### src/rtl/core/ugrp_pkg.sv
// Package for the UTF-8 sequence grouper.
// Holds result codes, byte-class masks, the error glyph and the result record type.
// No dependencies.
package ugrp_pkg;

  localparam int BYTE_W  = 8;
  localparam int KIND_W  = 2;
  localparam int LEN_W   = 3;
  localparam int FILL_W  = 3;
  localparam int REM_W   = 2;
  localparam int PEND_DEPTH = 3;

  localparam logic [KIND_W-1:0] KIND_PASS    = 2'd0;
  localparam logic [KIND_W-1:0] KIND_PARTIAL = 2'd1;
  localparam logic [KIND_W-1:0] KIND_DONE    = 2'd2;
  localparam logic [KIND_W-1:0] KIND_ERROR   = 2'd3;

  localparam logic [BYTE_W-1:0] MASK_ASCII = 8'h80;
  localparam logic [BYTE_W-1:0] MASK_CONT  = 8'hC0;
  localparam logic [BYTE_W-1:0] MASK_LEAD2 = 8'hE0;
  localparam logic [BYTE_W-1:0] MASK_LEAD3 = 8'hF0;
  localparam logic [BYTE_W-1:0] MASK_LEAD4 = 8'hF8;

  localparam logic [BYTE_W-1:0] PAT_CONT  = 8'h80;
  localparam logic [BYTE_W-1:0] PAT_LEAD2 = 8'hC0;
  localparam logic [BYTE_W-1:0] PAT_LEAD3 = 8'hE0;
  localparam logic [BYTE_W-1:0] PAT_LEAD4 = 8'hF0;

  localparam logic [BYTE_W-1:0] GLYPH_B0 = 8'hE2;
  localparam logic [BYTE_W-1:0] GLYPH_B1 = 8'h96;
  localparam logic [BYTE_W-1:0] GLYPH_B2 = 8'h92;
  localparam logic [LEN_W-1:0]  GLYPH_LEN = 3'd3;

  typedef struct packed {
    logic [KIND_W-1:0] kind;
    logic [LEN_W-1:0]  len;
    logic [BYTE_W-1:0] b0;
    logic [BYTE_W-1:0] b1;
    logic [BYTE_W-1:0] b2;
    logic [BYTE_W-1:0] b3;
    logic              swal;
  } result_t;

endpackage

### src/rtl/core/utf8_sequence_grouper_top.sv
// UTF-8 sequence grouper, top level.
// One module: byte classification, sequence buffer, output register and skid stage.
// Depends on ugrp_pkg.

// Takes one raw byte per request and returns one result per byte: the byte
// passed through, a swallowed partial sequence, a completed 2- to 4-byte
// sequence, or the error glyph E2 96 92 for a stray continuation or an
// invalid lead byte. Throughput is one byte per clock while in_stall is low;
// the result is registered in the single result register. A skid register
// behind it lets one more byte in while a result is held by out_stall;
// in_stall rises only when both are full. No clearing pass is needed
// after reset.
module utf8_sequence_grouper_top (
  input  logic                     clk,
  input  logic                     rst,
  input  logic                     in_valid,
  output logic                     in_stall,
  input  logic [ugrp_pkg::BYTE_W-1:0] raw_byte,
  output logic                     out_valid,
  input  logic                     out_stall,
  output logic [ugrp_pkg::KIND_W-1:0] result_kind,
  output logic [ugrp_pkg::LEN_W-1:0]  out_len,
  output logic [ugrp_pkg::BYTE_W-1:0] out_byte0,
  output logic [ugrp_pkg::BYTE_W-1:0] out_byte1,
  output logic [ugrp_pkg::BYTE_W-1:0] out_byte2,
  output logic [ugrp_pkg::BYTE_W-1:0] out_byte3,
  output logic                     swallowed
);
  import ugrp_pkg::*;

  logic [BYTE_W-1:0] pending [PEND_DEPTH];
  logic [FILL_W-1:0] fill_count, fill_count_next;
  logic [REM_W-1:0]  bytes_remaining, bytes_remaining_next;
  logic              pend_wr;
  logic [1:0]        pend_addr;

  result_t res;
  result_t out_q;
  result_t skid_q;
  logic    skid_valid;
  logic    in_acc;
  logic    out_fire;

  logic [1:0]        fill_cl;
  logic [BYTE_W-1:0] seq [4];

  assign in_stall = skid_valid;
  assign in_acc   = in_valid && !in_stall;
  assign out_fire = out_valid && !out_stall;

  assign fill_cl = (fill_count > FILL_W'(PEND_DEPTH)) ? 2'(PEND_DEPTH) : fill_count[1:0];

  always_comb begin
    for (int i = 0; i < PEND_DEPTH; i++) begin
      seq[i] = (2'(i) < fill_cl) ? pending[i] : '0;
    end
    seq[3] = '0;
    seq[fill_cl] = raw_byte;
  end

  always_comb begin
    res = '0;
    fill_count_next = fill_count;
    bytes_remaining_next = bytes_remaining;
    pend_wr = 1'b0;
    pend_addr = '0;
    if ((raw_byte & MASK_ASCII) == '0) begin
      res.kind = KIND_PASS;
      res.len  = LEN_W'(1);
      res.b0   = raw_byte;
      bytes_remaining_next = '0;
    end else if ((raw_byte & MASK_CONT) == PAT_CONT) begin
      case (bytes_remaining)
        2'd0: begin
          res.kind = KIND_ERROR;
          res.len  = GLYPH_LEN;
          res.b0   = GLYPH_B0;
          res.b1   = GLYPH_B1;
          res.b2   = GLYPH_B2;
        end
        2'd1: begin
          res.kind = KIND_DONE;
          res.len  = LEN_W'(fill_cl) + LEN_W'(1);
          res.b0   = seq[0];
          res.b1   = seq[1];
          res.b2   = seq[2];
          res.b3   = seq[3];
          fill_count_next = FILL_W'(fill_cl) + FILL_W'(1);
          bytes_remaining_next = '0;
        end
        default: begin
          res.kind = KIND_PARTIAL;
          res.swal = 1'b1;
          pend_wr   = (fill_count < FILL_W'(PEND_DEPTH));
          pend_addr = fill_count[1:0];
          fill_count_next = fill_count + FILL_W'(1);
          bytes_remaining_next = bytes_remaining - REM_W'(1);
        end
      endcase
    end else begin
      pend_wr   = 1'b1;
      pend_addr = '0;
      fill_count_next = FILL_W'(1);
      res.kind = KIND_PARTIAL;
      res.swal = 1'b1;
      if ((raw_byte & MASK_LEAD2) == PAT_LEAD2) begin
        bytes_remaining_next = REM_W'(1);
      end else if ((raw_byte & MASK_LEAD3) == PAT_LEAD3) begin
        bytes_remaining_next = REM_W'(2);
      end else if ((raw_byte & MASK_LEAD4) == PAT_LEAD4) begin
        bytes_remaining_next = REM_W'(3);
      end else begin
        bytes_remaining_next = '0;
        res.kind = KIND_ERROR;
        res.len  = GLYPH_LEN;
        res.b0   = GLYPH_B0;
        res.b1   = GLYPH_B1;
        res.b2   = GLYPH_B2;
        res.swal = 1'b0;
      end
    end
  end

  // sequence state
  always_ff @(posedge clk) begin
    if (rst) begin
      fill_count <= '0;
      bytes_remaining <= '0;
    end else if (in_acc) begin
      fill_count <= fill_count_next;
      bytes_remaining <= bytes_remaining_next;
    end
  end

  always_ff @(posedge clk) begin
    if (in_acc && pend_wr) begin
      pending[pend_addr] <= raw_byte;
    end
  end

  // result register and skid stage
  always_ff @(posedge clk) begin
    if (rst) begin
      out_valid  <= 1'b0;
      skid_valid <= 1'b0;
    end else begin
      if (skid_valid && out_fire) begin
        skid_valid <= 1'b0;
      end else if (in_acc && out_valid && !out_fire) begin
        skid_valid <= 1'b1;
      end
      if (skid_valid) begin
        if (out_fire) begin
          out_valid <= 1'b1;
        end
      end else if (in_acc && (!out_valid || out_fire)) begin
        out_valid <= 1'b1;
      end else if (out_fire) begin
        out_valid <= 1'b0;
      end
    end
  end

  always_ff @(posedge clk) begin
    if (skid_valid) begin
      if (out_fire) begin
        out_q <= skid_q;
      end
    end else if (in_acc && (!out_valid || out_fire)) begin
      out_q <= res;
    end
    if (in_acc && out_valid && !out_fire) begin
      skid_q <= res;
    end
  end

  assign result_kind = out_q.kind;
  assign out_len     = out_q.len;
  assign out_byte0   = out_q.b0;
  assign out_byte1   = out_q.b1;
  assign out_byte2   = out_q.b2;
  assign out_byte3   = out_q.b3;
  assign swallowed   = out_q.swal;

`ifndef SYNTHESIS
  a_skid_behind_out: assert property (@(posedge clk) disable iff (rst)
    skid_valid |-> out_valid)
    else $error("skid holds a result while output register is empty");

  a_swal_len: assert property (@(posedge clk) disable iff (rst)
    (out_valid && swallowed) |-> (out_len == '0 && result_kind == KIND_PARTIAL))
    else $error("swallowed result carries bytes");

  a_error_glyph: assert property (@(posedge clk) disable iff (rst)
    (out_valid && result_kind == KIND_ERROR) |->
      (out_len == GLYPH_LEN && out_byte0 == GLYPH_B0 && out_byte3 == '0))
    else $error("error result is not the glyph");

  a_open_seq_fill: assert property (@(posedge clk) disable iff (rst)
    (bytes_remaining != '0) |-> (fill_count >= FILL_W'(1) && fill_count <= FILL_W'(PEND_DEPTH)))
    else $error("open sequence with fill count out of range");

  a_done_len: assert property (@(posedge clk) disable iff (rst)
    (out_valid && result_kind == KIND_DONE) |-> (out_len >= LEN_W'(2) && out_len <= LEN_W'(4)))
    else $error("completed sequence with bad length");
`endif

endmodule

### config.mk
export PLATFORM = sky130hd
export DESIGN_NAME = utf8_sequence_grouper_top
export DESIGN_NICKNAME = d
export VERILOG_FILES = /design/src/rtl/core/ugrp_pkg.sv /design/src/rtl/core/utf8_sequence_grouper_top.sv
export SDC_FILE = /design/constraint.sdc
export NUM_CORES = 1
export LEC_CHECK = 0
export BUFFER_PORTS_ARGS = -buffer_cell sky130_fd_sc_hd__buf_2
export CAP_MARGIN = 20
export CORE_UTILIZATION = 45
export CTS_CLUSTER_DIAMETER = 50
export DETAILED_ROUTE_END_ITERATION = 8
export PLACE_DENSITY = 0.72
export SLEW_MARGIN = 20
export SYNTH_ARGS = -nofsm -noshare
export SYNTH_HDL_FRONTEND = slang
export SYNTH_SLANG_ARGS = --single-unit
### constraint.sdc
create_clock -name clk -period 3.5 [get_ports clk]
set_clock_uncertainty 0.05 [all_clocks]
set_input_delay 0 -clock clk [delete_from_list [all_inputs] [get_ports clk]]
set_output_delay 0 -clock clk [all_outputs]
set_load 0.02 [all_outputs]
=== Yosys cells after proc, flatten, opt, wreduce, memory -nomap -nowiden ===
Memories as Yosys holds them, arrays and structs flattened.
Cells that the tools add are included.

* Register bits after elaboration: 83
* RAM bits: 24
* Input bits: 12
* Output and inout port bits: 40
* Word-level logic and storage cells: 107
* Memories kept: 1

* $add $sub $neg: 3
* Order comparisons: 7
* Equal/unequal tests: 8
* Mux-type cells: 45
* Bitwise operators: 2
* Reductions and logical operators: 23

{| class="wikitable"
|+ Memory list
! memory !! depth !! width !! rd ports !! clocked after Yosys merged registers in !! wr ports !! RTL line !! text
|-
| pending || 3 || 8 || 3 || 0 || 1 || utf8_sequence_grouper_top.sv:31 || <nowiki>logic [BYTE_W-1:0] pending [PEND_DEPTH];</nowiki>
|}

{| class="wikitable"
|+ Operators with widths
! kind !! count
|-
| $mux 29 || 4
|-
| $mux 38 || 3
|-
| $pmux 27 s2 || 1
|-
| $mux 8 || 6
|-
| $bwmux 32 || 1
|-
| $mux 25 || 1
|-
| $mux 2 || 9
|-
| $demux 8 s2 || 1
|-
| $mux 1 || 14
|-
| $mux 13 || 1
|-
| $logic_and 1x1->1 || 8
|-
| $logic_not 8->1 || 1
|-
| $pmux 2 s2 || 2
|-
| $pmux 3 s2 || 1
|-
| $reduce_and 2->1 || 3
|-
| $eq 5x5->1 const B || 1
|-
| $eq 4x4->1 const B || 1
|-
| $logic_not 1->1 || 4
|-
| $lt 1x2->1 const A || 2
|-
| $reduce_bool 2->1 || 2
|-
| $reduce_or 2->1 || 2
|-
| $add 2x1->3 const B || 1
|-
| $add 3x1->3 const B || 1
|-
| $eq 3x3->1 const B || 1
|-
| other kinds (17) || 17
|}

=== Depth between registers and ports, before layout ===
* Depth in word-level cells: 13
* Mapped depth: 11

=== Least setup slack after synthesis ===
Ideal clock, no wire load.

* Path type: reg-to-reg
* Start point: register skid_valid (netlist: in_stall)
* End point: register out_q, in the netlist out_byte0[0], enable pin
* Library setup time: 0.446 ns
* Data arrival time: 2.842 ns
* Path slack: 0.162 ns
* Cell stages (with the launch flop): 5
* Path through: dfxtp_1 -> buf_6 -> clkbuf_1 -> a21oi_1 -> a21oi_1

* Longest elaborated chain between the ends: 5

{| class="wikitable"
|+ RTL lines
! what !! RTL line !! text
|-
| from (decl) || utf8_sequence_grouper_top.sv:40 || <nowiki>logic skid_valid;</nowiki>
|-
| from (signal assigned) || utf8_sequence_grouper_top.sv:145 || <nowiki>skid_valid <= 1'b0;</nowiki>
|-
| from (signal assigned) || utf8_sequence_grouper_top.sv:148 || <nowiki>skid_valid <= 1'b0;</nowiki>
|-
| from (signal assigned) || utf8_sequence_grouper_top.sv:150 || <nowiki>skid_valid <= 1'b1;</nowiki>
|-
| $logic_not 1->1 || utf8_sequence_grouper_top.sv:48 || <nowiki>assign in_acc = in_valid && !in_stall;</nowiki>
|-
| $logic_and 1x1->1 || utf8_sequence_grouper_top.sv:48 ||
|-
| $logic_and 1x1->1 || utf8_sequence_grouper_top.sv:169 || <nowiki>end else if (in_acc && (!out_valid || out_fire)) begin</nowiki>
|-
| $reduce_bool 2->1 (no line) || - ||
|-
| $reduce_and 2->1 (no line) (*) || - ||
|-
| to (signal assigned) || utf8_sequence_grouper_top.sv:167 || <nowiki>out_q <= skid_q;</nowiki>
|-
| to (signal assigned) || utf8_sequence_grouper_top.sv:170 || <nowiki>out_q <= res;</nowiki>
|-
| to (decl) || utf8_sequence_grouper_top.sv:38 || <nowiki>result_t out_q;</nowiki>
|}

Mark *: on every way between the ends. The rest lies on a longest branch, timed or not.
A chain may end at the register's enable or synchronous reset.

==> out/qor.txt <==
Status = complete, no violations
Crit path launch = fill_count[0]$_SDFFE_PP0P_
Most frequent cells in the layout = edfxtp_1 (100), buf_2 (51), nand2_1 (25), mux2_2 (25), a21oi_1 (23)
GR Overflow Total = 0
End of the worst hold path = pending[0][7]$_DFFE_PP_
Min-delay src = raw_byte[7]
WP data arrival = 2.62 ns
Slew HR = 45.4%
Placed cell areas = 5040 µm²
HP Class = in2reg
Critical path's top delay family = adder cells
Syn_nets = 359
Routed vias = 2844
ANT nets after route = 0
Detailed Routing Iterations Pass 1 = 4
Syn avg cell area = 13.8 µm²
GP Congestion = 0.920
Max-cap violations = 0
Fillers = 821
Final hold vios = 0
Pins Over Slew Limit = 0
Die Span X = 104 µm
Final #Nets = 416
Critical R2R Capture = out_byte2[1]$_DFFE_PP_
Seq/Total Area, Yosys = 67.4%
Post-Route WL = 8970 µm
Drt drc = 0
Number of synthesized register bits = 107
Post-Synthesis Cell Area = 4660 µm²
Vias in the first global route = 2717
Syn. warnings = 0
Worst Path Required = 3.58 ns
Max FO, Critical Path = 13
Final Critical Period = 2.54 ns
CP Capture Type = flop
Internal reg-to-reg setup slack = 0.96 ns
Detailed-route wire length per cell = 16.9 µm
Area growth syn-to-layout = 14.9%
Most common flop cell mapped by yosys = edfxtp_1
CTS tree = done
Max clock buf depth = 2
Achievable Freq = 394 MHz
Slew @ Worst Pin = 0.819 ns
Startpoint types = flop
Fin crit share = 72.6%
Ant diodes = 0
PwrDens = 481 nW/µm²
Core box area = 9910 µm²
Initial antenna violation count = 0
# Post-CTS Setup Buffers = 0
Die area = 10800 µm²
Most common cell after layout, fill and taps aside = edfxtp_1
Fraction of registers with async set/reset = 0%
Cell Chain, Critical Path = ha_1, ha_1, nand2b_1, nand2_1, ha_1, and3b_1, a32oi_1, a21oi_1, mux2_2
CP Class = reg2reg
Setup Viol. Count Final = 0
Die span in y = 104 µm
# IOs = 52
Worst-path clk slew = 0.10 ns
Peak VDD IR = 187 µV
Hold WS = 0.0643 ns
Cts bufs inserted = 9
First-pass GRT wire length = 14300 µm
Post-Synthesis Cells = 338
Hpwl dp = 6040 µm
Initial core utilization = 47.1%
Total GRT Usage = 17.4%
Largest net degree at the start of global routing = 56
Vias per cell = 5.35
Final Total Pwr = 0.00258 W
Worst Reg-to-Reg Cells = 9
Post-synth EDFFs = 100
CTS Sinks = 107
CP max stage delay = 0.40 ns
RSZ-0062 raised after global routing = false
Root Driver = clkbuf_8
Count of unique library cells instantiated by Yosys = 46
First DRT Iteration DRCs = 203
Layout cells sized above 1 = 26.3%
Worst path bufs/invs = 0
Row cnt = 36
Leak = 1.96 nW
CTS H-tree lvls = 3
PortBufs = 51
Most frequent CP cell = ha_1
Fin area = 5360 µm²
Hold depth = 1
Skew-Pair Late Insertion Delay = 0.37 ns
Reg2reg start = fill_count[0]$_SDFFE_PP0P_
Crit-path slowest cell = ha_1
TNS Setup = 0 ns
power breakdown:
| group | switching (W) | internal [W] |
|---|---|---|
| Clock | 0.000404 | 0.000401 |
| Sequential | 0.0000257 | 0.00146 |
| Combinational | 0.000182 | 0.000104 |
| Total | 0.000612 | 0.00197 |
flip-flops by register name, indices dropped and copies added (netlist names):
register         flops
bytes_remaining      2
fill_count           3
in_stall             1
out_byte0            8
out_byte1            8
out_byte2            8
out_byte3            8
out_len              3
out_valid            1
pending             24
result_kind          2
skid_q              38
swallowed            1
worst max-delay path by stage:
| stage | endpoint | slack [ns] | depth (start not counted) |
|---|---|---|---|
| 5_1_grt | out_byte1[4]$_DFFE_PP_ | 0.73 | 9 |
| 2_1_floorplan | out_byte0[0]$_DFFE_PP_ | 0.16 | 4 |
| 6_report | out_byte2[1]$_DFFE_PP_ | 0.96 | 9 |
| 3_5_place_dp | pending[1][7]$_DFFE_PP_ | 0.86 | 4 |
| 4_1_cts | pending[1][4]$_DFFE_PP_ | 0.85 | 4 |
| 3_3_place_gp | pending[1][4]$_DFFE_PP_ | 0.99 | 4 |
per-stage QoR:
step	utilization, %	setup slack, ns	instances
global placement	50.9	0.995	506
finish	54.1	0.960	532
CTS	54.1	0.854	532
global route	54.1	0.735	532
detailed placement	50.9	0.865	506
floorplan	-	0.162	338
logic make-up after synthesis:
family / after synthesis / synth area share (%)
muxes: 27 / 6.46
and+or+nand+nor: 87 / 10.2
buffers and inverters: 35 / 3.38
AOI/OAI and AO/OA: 72 / 10.0
adders and majority gates: 9 / 2.41
DFF: 107 / 67.4
other: 1 / 0.0804
worst register-to-register path, stage by stage (launching register included):
cell	delay, ns
dfxtp_1	0.37
ha_1	0.22
ha_1	0.16
nand2b_1	0.15
nand2_1	0.12
ha_1	0.40
and3b_1	0.24
a32oi_1	0.16
a21oi_1	0.12
mux2_2	0.31
timing repair:
item	in CTS	in global routing
hold buffers	11	0
gates resized for setup	0	0
setup endpoints to repair	0	0
endpoints found under the hold margin	28	0
metal layers:
metal | vias up | GRT usage, % | part of all wire, %
met5 | - | 0 | 0
met4 | 0 | 10.1 | 3.1
met3 | 20 | 2.64 | 4.1
met2 | 81 | 27.6 | 49
met1 | 1368 | 22.9 | 44
li1 | 1375 | - | -
cells in the mapped netlist (5+ instances only):
library cell | n | area share [%]
dfxtp_1 | 7 | 3.0
edfxtp_1 | 100 | 64
a31oi_1 | 5 | 0.67
buf_2 | 8 | 0.86
o21ai_0 | 10 | 1.1
nand2_1 | 25 | 2.0
clkbuf_1 | 9 | 0.72
nor2b_1 | 6 | 0.80
ha_1 | 9 | 2.4
o31ai_1 | 7 | 1.1
nor2_1 | 17 | 1.4
inv_1 | 14 | 1.1
a21oi_1 | 24 | 2.6
nand3_1 | 6 | 0.64
mux2_2 | 25 | 6.0
and2_1 | 7 | 0.94
a22o_1 | 8 | 1.5
area by class of cell:
cell class              instances  area [µm²]  share of cell area (%)
repair buffers                 66         408                    7.61
flip-flops and latches        107        3150                    58.7
clock buffers                  11         131                    2.45
clock inverters                 4        76.3                    1.42
well taps                     133         166                    3.10
inverters                      15        56.3                    1.05
multi-input cells             196        1380                    25.7
No activity file was read; power rests on OpenSTA's default activity.
